### config.mk
export PLATFORM = sky130hd
export DESIGN_NAME = obd_ascii_response_parser_core_flat
export DESIGN_NICKNAME = d
export VERILOG_FILES = /design/src/hw/rtl/obdrp_pkg.sv /design/src/hw/rtl/obdrp_if.sv /design/src/hw/rtl/obd_ascii_response_parser_core.sv /design/src/hw/rtl/obdrp_parse.sv /design/src/hw/rtl/obdrp_outq.sv /design/src/flat_wrapper.sv
export SDC_FILE = /design/constraint.sdc
export NUM_CORES = 1
export LEC_CHECK = 0
export BUFFER_PORTS_ARGS = -buffer_cell sky130_fd_sc_hd__buf_2
export CAP_MARGIN = 20
export CORE_MARGIN = 4
export CORE_UTILIZATION = 50
export CTS_CLUSTER_DIAMETER = 120
export CTS_CLUSTER_SIZE = 14
export DETAILED_ROUTE_END_ITERATION = 6
export PLACE_DENSITY = 0.68
export RECOVER_POWER = 100
export SLEW_MARGIN = 20
export SYNTH_ARGS = -nofsm -noshare
export SYNTH_HDL_FRONTEND = slang
export SYNTH_SLANG_ARGS = --single-unit
### constraint.sdc
create_clock -name clk_i -period 6.67 [get_ports clk_i]
set_clock_uncertainty 0.2 [all_clocks]
set_input_delay 0.667 -clock clk_i [delete_from_list [all_inputs] [get_ports clk_i]]
set_output_delay 0.667 -clock clk_i [all_outputs]
set_load 0.02 [all_outputs]
### src/hw/rtl/obdrp_pkg.sv
// obdrp_pkg: types, codes and character helpers for the OBD ASCII response parser.
// No dependencies; imported by every module of the parser.
package obdrp_pkg;

  // Configuration register indexes
  localparam int unsigned CFG_IDX_W = 1;
  localparam logic [CFG_IDX_W-1:0] CFG_PID   = 1'b0;
  localparam logic [CFG_IDX_W-1:0] CFG_LIMIT = 1'b1;

  localparam logic [7:0] PID_RST   = 8'd0;
  localparam logic [7:0] LIMIT_RST = 8'd40;

  // Result kinds and end status codes
  localparam logic       KIND_DATA   = 1'b0;
  localparam logic       KIND_END    = 1'b1;
  localparam logic [1:0] ST_OK       = 2'd0;
  localparam logic [1:0] ST_MISMATCH = 2'd1;
  localparam logic [1:0] ST_OVERFLOW = 2'd2;

  // Characters
  localparam logic [7:0] CH_PROMPT = 8'h3E;  // '>'
  localparam logic [7:0] CH_SPACE  = 8'h20;  // ' '
  localparam logic [7:0] CH_MODE   = 8'h34;  // '4'
  localparam logic [7:0] CH_SVC    = 8'h31;  // '1'

  // Header layout
  localparam logic [7:0] POS_MODE   = 8'd0;
  localparam logic [7:0] POS_SVC    = 8'd1;
  localparam logic [7:0] POS_PID_HI = 8'd3;
  localparam logic [7:0] POS_PID_LO = 8'd4;
  localparam logic [7:0] HDR_LEN    = 8'd5;
  localparam logic [7:0] DATA_POS   = 8'd6;

  // Token digit count saturates one above the byte-safe length
  localparam logic [3:0] TOK_MAX_DIG = 4'd8;
  localparam logic [3:0] TOK_SAT_DIG = 4'd9;

  // Result queue
  localparam int unsigned Q_DEPTH = 4;
  localparam int unsigned Q_PTR_W = $clog2(Q_DEPTH);
  localparam int unsigned Q_CNT_W = $clog2(Q_DEPTH + 1);

  typedef struct packed {
    logic       kind;
    logic [7:0] data;
    logic [1:0] status;
    logic       last;
  } res_t;

  // Results caused by one accepted character, in order
  typedef struct packed {
    logic v0;
    logic v1;
    res_t r0;
    res_t r1;
  } step_t;

  typedef struct packed {
    logic [Q_CNT_W-1:0] cnt;
  } qstat_t;

  // Uppercase ASCII hex digit of a nibble
  function automatic logic [7:0] hex_upper(input logic [3:0] n);
    logic [7:0] c;
    if (n < 4'd10) begin
      c = 8'h30 + {4'h0, n};
    end else begin
      c = 8'h37 + {4'h0, n};
    end
    return c;
  endfunction

  // {is_hex, value}; upper and lower case letters accepted
  function automatic logic [4:0] hex_val(input logic [7:0] c);
    logic [7:0] d;
    logic [4:0] r;
    r = 5'd0;
    if (c >= 8'h30 && c <= 8'h39) begin
      d = c - 8'h30;
      r = {1'b1, d[3:0]};
    end else if (c >= 8'h41 && c <= 8'h46) begin
      d = c - 8'h37;
      r = {1'b1, d[3:0]};
    end else if (c >= 8'h61 && c <= 8'h66) begin
      d = c - 8'h57;
      r = {1'b1, d[3:0]};
    end
    return r;
  endfunction

endpackage

### src/hw/rtl/obdrp_if.sv
// obdrp_if: valid/ready channel interfaces for received characters and results.
// No dependencies.
interface obdrp_char_if;
  logic       valid;
  logic       ready;
  logic [7:0] rx_char;

  modport source (output valid, output rx_char, input ready);
  modport sink   (input valid, input rx_char, output ready);
endinterface

interface obdrp_result_if;
  logic       valid;
  logic       ready;
  logic       out_kind;
  logic [7:0] data_byte;
  logic [1:0] status;
  logic       last;

  modport source (output valid, output out_kind, output data_byte, output status,
                  output last, input ready);
  modport sink   (input valid, input out_kind, input data_byte, input status,
                  input last, output ready);
endinterface

### src/hw/rtl/obd_ascii_response_parser_core.sv
// obd_ascii_response_parser_core: parses the ASCII reply to a mode 01 request.
// Order: the results of an accepted character are written into the result queue and
//   offered from its head after any already waiting; a second result follows the first.
// Throughput: one character per cycle; a character may add two results, and the
//   four-entry result queue holds ready low while more than two results wait.
// Reset: pid_code 0, line_limit 40, response state cleared, result queue empty.
module obd_ascii_response_parser_core (
  input  logic                            clk_i,
  input  logic                            rst_ni,
  input  logic                            cfg_we_i,
  input  logic [obdrp_pkg::CFG_IDX_W-1:0] cfg_idx_i,
  input  logic [7:0]                      cfg_wdata_i,
  obdrp_char_if.sink                      rx_i,
  obdrp_result_if.source                  res_o
);
  import obdrp_pkg::*;

  logic   rx_acc;
  logic   q_ready, q_valid, pop;
  step_t  step;
  res_t   head;
  qstat_t q_stat;

  // Accept a character request whenever the queue can absorb a worst-case pair
  assign rx_i.ready = q_ready;
  assign rx_acc     = rx_i.valid & q_ready;

  // Decode the character against the running response state; results leave
  // as a step, zero, one or two of them, in model order.
  obdrp_parse u_parse (
    .clk_i       (clk_i),
    .rst_ni      (rst_ni),
    .cfg_we_i    (cfg_we_i),
    .cfg_idx_i   (cfg_idx_i),
    .cfg_wdata_i (cfg_wdata_i),
    .char_vld_i  (rx_acc),
    .char_i      (rx_i.rx_char),
    .step_o      (step)
  );

  // Hold results until the downstream side takes them
  assign pop = q_valid & res_o.ready;

  obdrp_outq u_outq (
    .clk_i   (clk_i),
    .rst_ni  (rst_ni),
    .step_i  (step),
    .pop_i   (pop),
    .ready_o (q_ready),
    .valid_o (q_valid),
    .head_o  (head),
    .stat_o  (q_stat)
  );

  assign res_o.valid     = q_valid;
  assign res_o.out_kind  = head.kind;
  assign res_o.data_byte = head.data;
  assign res_o.status    = head.status;
  assign res_o.last      = head.last;

`ifndef SYNTHESIS
  // Queue never holds more than its depth
  a_q_bound: assert property (@(posedge clk_i) disable iff (!rst_ni)
    q_stat.cnt <= Q_CNT_W'(Q_DEPTH))
    else $error("result queue overfilled");

  // A second result only follows a first, and it is always the end result
  a_pair: assert property (@(posedge clk_i) disable iff (!rst_ni)
    step.v1 |-> (step.v0 && step.r1.kind == KIND_END && step.r1.last && !step.r0.last))
    else $error("bad result pair");

  // A lone result closes its character
  a_single_last: assert property (@(posedge clk_i) disable iff (!rst_ni)
    (step.v0 && !step.v1) |-> step.r0.last)
    else $error("single result without last");

  // Results are only produced for an accepted character
  a_step_acc: assert property (@(posedge clk_i) disable iff (!rst_ni)
    step.v0 |-> rx_acc)
    else $error("result without accepted character");
`endif

endmodule

### src/hw/rtl/obdrp_parse.sv
// obdrp_parse: configuration registers, response state and per-character decode.
// Depends on obdrp_pkg.
module obdrp_parse (
  input  logic                             clk_i,
  input  logic                             rst_ni,
  input  logic                             cfg_we_i,
  input  logic [obdrp_pkg::CFG_IDX_W-1:0]  cfg_idx_i,
  input  logic [7:0]                       cfg_wdata_i,
  input  logic                             char_vld_i,
  input  logic [7:0]                       char_i,
  output obdrp_pkg::step_t                 step_o
);
  import obdrp_pkg::*;

  logic [7:0] pid_q, limit_q;
  logic [7:0] pos_q, pos_d;
  logic       hbad_q, hbad_d;
  logic [7:0] tval_q, tval_d;
  logic [3:0] tdig_q, tdig_d;
  logic       dstop_q, dstop_d;

  logic       hb;
  logic [7:0] tok_byte;
  logic [4:0] hv;

  always_ff @(posedge clk_i or negedge rst_ni) begin
    if (!rst_ni) begin
      pid_q   <= PID_RST;
      limit_q <= LIMIT_RST;
    end else if (cfg_we_i) begin
      unique case (cfg_idx_i)
        CFG_PID:   pid_q   <= cfg_wdata_i;
        CFG_LIMIT: limit_q <= cfg_wdata_i;
        default:   ;
      endcase
    end
  end

  always_comb begin
    pos_d    = pos_q;
    hbad_d   = hbad_q;
    tval_d   = tval_q;
    tdig_d   = tdig_q;
    dstop_d  = dstop_q;
    step_o   = '0;
    hb       = hbad_q;
    hv       = hex_val(char_i);
    tok_byte = (tdig_q > TOK_MAX_DIG) ? 8'hFF : tval_q;

    if (char_vld_i) begin
      if (pos_q >= limit_q) begin
        // drop the character, end with overflow
        step_o.v0 = 1'b1;
        step_o.r0 = '{kind: KIND_END, data: 8'h00, status: ST_OVERFLOW, last: 1'b1};
        pos_d = '0; hbad_d = 1'b0; tval_d = '0; tdig_d = '0; dstop_d = 1'b0;
      end else if (char_i == CH_PROMPT) begin
        hb = hbad_q | (pos_q < HDR_LEN);
        if (!hb && !dstop_q && (tdig_q != 4'd0)) begin
          step_o.v0 = 1'b1;
          step_o.r0 = '{kind: KIND_DATA, data: tok_byte, status: ST_OK, last: 1'b0};
          step_o.v1 = 1'b1;
          step_o.r1 = '{kind: KIND_END, data: 8'h00, status: ST_OK, last: 1'b1};
        end else begin
          step_o.v0 = 1'b1;
          step_o.r0 = '{kind: KIND_END, data: 8'h00,
                        status: (hb ? ST_MISMATCH : ST_OK), last: 1'b1};
        end
        pos_d = '0; hbad_d = 1'b0; tval_d = '0; tdig_d = '0; dstop_d = 1'b0;
      end else if (char_i >= CH_SPACE) begin
        case (pos_q)
          POS_MODE:   hb = hbad_q | (char_i != CH_MODE);
          POS_SVC:    hb = hbad_q | (char_i != CH_SVC);
          POS_PID_HI: hb = hbad_q | (char_i != hex_upper(pid_q[7:4]));
          POS_PID_LO: hb = hbad_q | (char_i != hex_upper(pid_q[3:0]));
          default:    hb = hbad_q;
        endcase
        hbad_d = hb;
        if ((pos_q >= DATA_POS) && !hb && !dstop_q) begin
          if (hv[4]) begin
            tval_d = {tval_q[3:0], hv[3:0]};
            if (tdig_q < TOK_SAT_DIG) begin
              tdig_d = tdig_q + 4'd1;
            end
          end else begin
            // space ends a token; anything else ends the data too
            if (tdig_q != 4'd0) begin
              step_o.v0 = 1'b1;
              step_o.r0 = '{kind: KIND_DATA, data: tok_byte, status: ST_OK, last: 1'b1};
              tval_d = '0;
              tdig_d = '0;
            end
            if (char_i != CH_SPACE) begin
              dstop_d = 1'b1;
            end
          end
        end
        pos_d = pos_q + 8'd1;
      end
    end
  end

  always_ff @(posedge clk_i or negedge rst_ni) begin
    if (!rst_ni) begin
      pos_q   <= '0;
      hbad_q  <= 1'b0;
      tval_q  <= '0;
      tdig_q  <= '0;
      dstop_q <= 1'b0;
    end else begin
      pos_q   <= pos_d;
      hbad_q  <= hbad_d;
      tval_q  <= tval_d;
      tdig_q  <= tdig_d;
      dstop_q <= dstop_d;
    end
  end

endmodule

### src/hw/rtl/obdrp_outq.sv
// obdrp_outq: small result queue taking up to two results per cycle, giving one.
// Depends on obdrp_pkg.
module obdrp_outq (
  input  logic              clk_i,
  input  logic              rst_ni,
  input  obdrp_pkg::step_t  step_i,
  input  logic              pop_i,
  output logic              ready_o,
  output logic              valid_o,
  output obdrp_pkg::res_t   head_o,
  output obdrp_pkg::qstat_t stat_o
);
  import obdrp_pkg::*;

  res_t               mem_q [Q_DEPTH];
  logic [Q_PTR_W-1:0] wp_q, wp_d, rp_q, rp_d;
  logic [Q_CNT_W-1:0] cnt_q, cnt_d;

  assign valid_o    = (cnt_q != '0);
  assign ready_o    = (cnt_q <= Q_CNT_W'(Q_DEPTH - 2));
  assign head_o     = mem_q[rp_q];
  assign stat_o.cnt = cnt_q;

  always_comb begin
    wp_d  = wp_q + Q_PTR_W'(step_i.v0) + Q_PTR_W'(step_i.v1);
    rp_d  = rp_q + Q_PTR_W'(pop_i);
    cnt_d = cnt_q + Q_CNT_W'(step_i.v0) + Q_CNT_W'(step_i.v1) - Q_CNT_W'(pop_i);
  end

  always_ff @(posedge clk_i) begin
    if (step_i.v0) begin
      mem_q[wp_q] <= step_i.r0;
    end
    if (step_i.v1) begin
      mem_q[wp_q + Q_PTR_W'(1)] <= step_i.r1;
    end
  end

  always_ff @(posedge clk_i or negedge rst_ni) begin
    if (!rst_ni) begin
      wp_q  <= '0;
      rp_q  <= '0;
      cnt_q <= '0;
    end else begin
      wp_q  <= wp_d;
      rp_q  <= rp_d;
      cnt_q <= cnt_d;
    end
  end

endmodule

### src/flat_wrapper.sv
// flat-port wrapper written by rule: the top's interface ports become plain ports
module obd_ascii_response_parser_core_flat import obdrp_pkg::*;
  (clk_i, rst_ni, cfg_we_i, cfg_idx_i, cfg_wdata_i, rx_i_valid, rx_i_rx_char, rx_i_ready, res_o_valid, res_o_out_kind, res_o_data_byte, res_o_status, res_o_last, res_o_ready);
  obdrp_char_if rx_i_i ();
  obdrp_result_if res_o_i ();
  input  logic clk_i;
  input  logic rst_ni;
  input  logic cfg_we_i;
  input  logic [obdrp_pkg::CFG_IDX_W-1:0] cfg_idx_i;
  input  logic [7:0] cfg_wdata_i;
  input wire logic [$bits(rx_i_i.valid)-1:0] rx_i_valid;
  input wire logic [$bits(rx_i_i.rx_char)-1:0] rx_i_rx_char;
  output wire logic [$bits(rx_i_i.ready)-1:0] rx_i_ready;
  output wire logic [$bits(res_o_i.valid)-1:0] res_o_valid;
  output wire logic [$bits(res_o_i.out_kind)-1:0] res_o_out_kind;
  output wire logic [$bits(res_o_i.data_byte)-1:0] res_o_data_byte;
  output wire logic [$bits(res_o_i.status)-1:0] res_o_status;
  output wire logic [$bits(res_o_i.last)-1:0] res_o_last;
  input wire logic [$bits(res_o_i.ready)-1:0] res_o_ready;
  assign rx_i_i.valid = rx_i_valid;
  assign rx_i_i.rx_char = rx_i_rx_char;
  assign rx_i_ready = rx_i_i.ready;
  assign res_o_valid = res_o_i.valid;
  assign res_o_out_kind = res_o_i.out_kind;
  assign res_o_data_byte = res_o_i.data_byte;
  assign res_o_status = res_o_i.status;
  assign res_o_last = res_o_i.last;
  assign res_o_i.ready = res_o_ready;
  obd_ascii_response_parser_core u_core (.clk_i(clk_i), .rst_ni(rst_ni), .cfg_we_i(cfg_we_i), .cfg_idx_i(cfg_idx_i), .cfg_wdata_i(cfg_wdata_i), .rx_i(rx_i_i), .res_o(res_o_i));
endmodule
==> results.toml <==
[global_route]
track_usage = 0.200
grt_antenna_before_repair = 0
grt_pass1_vias = 3836
overflow = 0
grt_max_degree = 46
grt_pass1_wl_microns = 18600

[die]
rows = 36
core_area_sq_um = 9860
die_x_microns = 109
die_y_microns = 109
die_area_sq_um = 11900
start_util = 0.517
ios = 36

[route]
met3_length_microns = 441
routed.top_layer = "met4"
drtPass1Iterations = 4
dr_total_vias = 3796
routed-wl-met2_microns = 5290
drtAntennaViolNets = 0
drt_wl_total_microns = 10900
post_drt_wl_per_cell_microns = 16.0
drt_iter0_markers = 234
via_per_inst = 5.58
drc = 0
wl_met1_microns = 5010

[hold_path]
min_to = "u_core.u_outq.mem_q[2][4]"
hold_path_class = "register to register"
whs_path_depth = 2
hp-start = "u_core.u_outq.mem_q[2][4]"

[setup_path]
required_ns = 6.55
r2r_end = "u_core.u_outq.mem_q[0][11]"
regToRegSetupSlack_ns = 2.34
critical-path-max-stage-delay_ns = 0.93
cp_max_fo = 12
r2r-start = "u_core.u_parse.pos_q[4]"
critPathSlowestCell = "nor4bb_1"
endpoint_kind = "register"
cp.arrival_ns = 4.21
cpMostUsedCell = "nand2_1"
path_buf_inv = 0
reg2regPathDepth = 8
worstSetupPathType = "register to register"
crit_chain = "ha_1, a21o_1, a2111oi_0, o21ai_0, nand2_1, nor4bb_1, nand3_1, nand2_1"
startpoint_type = "register"
cp_top_family = "simple AND/OR/NAND/NOR gates"

[logic_synthesis]
synthTopCellsByCount = "78 x nand2_1, 43 x dfrtp_1, 41 x o21ai_0"
synth.net_count = 566
synth_area_leader_cell = "dfrtp_1"
synth-async-reset-ratio = 0.484
synth_ff_type = "dfrtp_1"
yosysMostFrequentCell = "nand2_1"
netlist.area_leader.share = 0.211
syn-cell-area_sq_um = 5100
synth-seq-area-share = 0.426
synth-seq-cells = 93
synth_area_leaders = "dfrtp_1 21%, dfxtp_1 16%, mux2i_1 7.3%"
syn_area_per_cell_sq_um = 9.86
synth_cell_types = 64
synth_edf_count = 8
syn_inst = 517
yosys_warnings = 0

[pwr]
power_density_nw_per_um2 = 294
p_leak_uw = 0.00241
ir_drop_v = 0.000148

[clocking]
numCtsBuffers = 9
root_buffer = "clkbuf_8"
cts_hold_buf = 0
post_cts_buffers = 0
htree_levels = 3
cts_tree = "yes"
clkSlewWorstSetupHoldPaths_ns = 0.09
cts_resized = 0
ctsLongestPathBuffers = 2
cts_sinks = 93
insertion_delay_ns = 0.37

[placement]
gp_congestion = 0.852
dp.cells = 664
port_buffers = 35
dp_slack_ns = 2.22
hpwlAfterDp_microns = 8070

[run_status]
failed_checks = "max-capacitance violations, max-slew violations"
run_status = "finished, violations left"

[cells_and_area]
fill_cells = 891
drive_gt1_frac = 0.121
final_nets = 591
final-instance-count-excl-fill = 680
antenna_cells = 0
area_delta_synth_final_pct = 8.05

[sta]
timing.final.max_slew_violations = 46
worstMarginPinSlew_ns = 2.39
hold_viol_final = 0
fmax_mhz = 231
fin_tns_setup_ns = 0
finalWorstSetupSlack_ns = 2.34
fin_crit_sh = 0.649
setup_viol = 0
period_minus_slack_ns = 4.33
max_slew_margin = -0.592
grt_setup_unrepaired = "no"

[job]
maxCapViolCount = 1
-- flip-flops by register name (all words and copies together) (netlist names) --
register,flops
u_core.u_outq.mem_q,48
u_core.u_outq.rp_q,2
u_core.u_outq.stat_o,3
u_core.u_outq.wp_q,2
u_core.u_parse.dstop_q,1
u_core.u_parse.hbad_q,1
u_core.u_parse.limit_q,8
u_core.u_parse.pid_q,8
u_core.u_parse.pos_q,8
u_core.u_parse.tdig_q,4
u_core.u_parse.tval_q,8
-- cells in the final DEF, fill, tap and decap left out, types with 17 or more instances in the layout --
| cell | count |
|---|---|
| mux2i_1 | 37 |
| nor2_1 | 36 |
| o21ai_0 | 42 |
| dfrtp_1 | 43 |
| ha_1 | 24 |
| inv_1 | 29 |
| nand2_1 | 78 |
| clkbuf_1 | 17 |
| dfxtp_1 | 40 |
| buf_2 | 18 |
-- power by group --
part | switching (uW) | total [uW] | internal (uW)
Sequential | 128 | 765 | 637
Clock | 221 | 365 | 144
Combinational | 269 | 488 | 219
-- cell type report --
cell class                      count  area (sq um)  area share
Timing Repair Buffer               35           154      0.0279
Sequential cell                    93          2170       0.394
Multi-Input combinational cell    374          2720       0.494
Tap cell                          133           166      0.0302
Inverter                           29           109      0.0198
Clock buffer                        9           124      0.0225
Clock inverter                      7          66.3      0.0120
-- worst max path at each step --
stage / from / to / slack (ns) / depth (start not counted)
CTS: u_core.u_parse.pos_q[1] / u_core.u_outq.stat_o[2] / 2.46 / 13
finish: u_core.u_parse.pos_q[4] / u_core.u_outq.mem_q[0][11] / 2.34 / 8
global route: u_core.u_parse.pos_q[4] / u_core.u_outq.mem_q[0][0] / 2.12 / 8
global placement: rx_i_rx_char[1] / u_core.u_outq.stat_o[2] / 2.34 / 14
detailed placement: rx_i_rx_char[0] / u_core.u_outq.stat_o[2] / 2.22 / 15
floorplan: rx_i_rx_char[2] / u_core.u_outq.stat_o[2] / 2.79 / 13
-- logic make-up (layout without fill, tap and decap cells) --
logic type / after synthesis / in the layout / synth area share
xor gates and xnor gates: 15 / 15 / 0.0258
DFF: 93 / 93 / 0.426
and+or+nand+nor: 173 / 173 / 0.163
buffers and inverters: 50 / 80 / 0.0403
muxes: 62 / 62 / 0.154
adders and majority gates: 27 / 27 / 0.0707
AOI/OAI and AO/OA: 97 / 97 / 0.120
-- metrics by stage --
| step | hold slack (ns) | cell area, sq um | util | power (uW) |
|---|---|---|---|---|
| after detailed placement | 0.252 | 5340 | 0.542 | 1270 |
| after global routing | 0.284 | 5510 | 0.558 | 1730 |
| after CTS | 0.266 | 5530 | 0.561 | 1640 |
| after floorplan | 0.171 | 5100 | - | 1130 |
| after global placement | 0.242 | 5340 | 0.542 | 1260 |
| final | 0.263 | 5510 | 0.558 | 1620 |
-- metal layers --
metal | up-vias | track usage
met4 | 0 | 0.0748
met2 | 71 | 0.330
met1 | 1836 | 0.268
met5 | - | 0
li1 | 1879 | -
met3 | 10 | 0.0290
-- worst min-delay path, delay by kind of cell (launching register included) --
| kind | cells | cell delay, ns |
|---|---|---|
| and+or+nand+nor | 1 | 0.05 |
| muxes | 1 | 0.05 |
| DFF | 1 | 0.32 |
No activity file was read; power rests on OpenSTA's default activity.
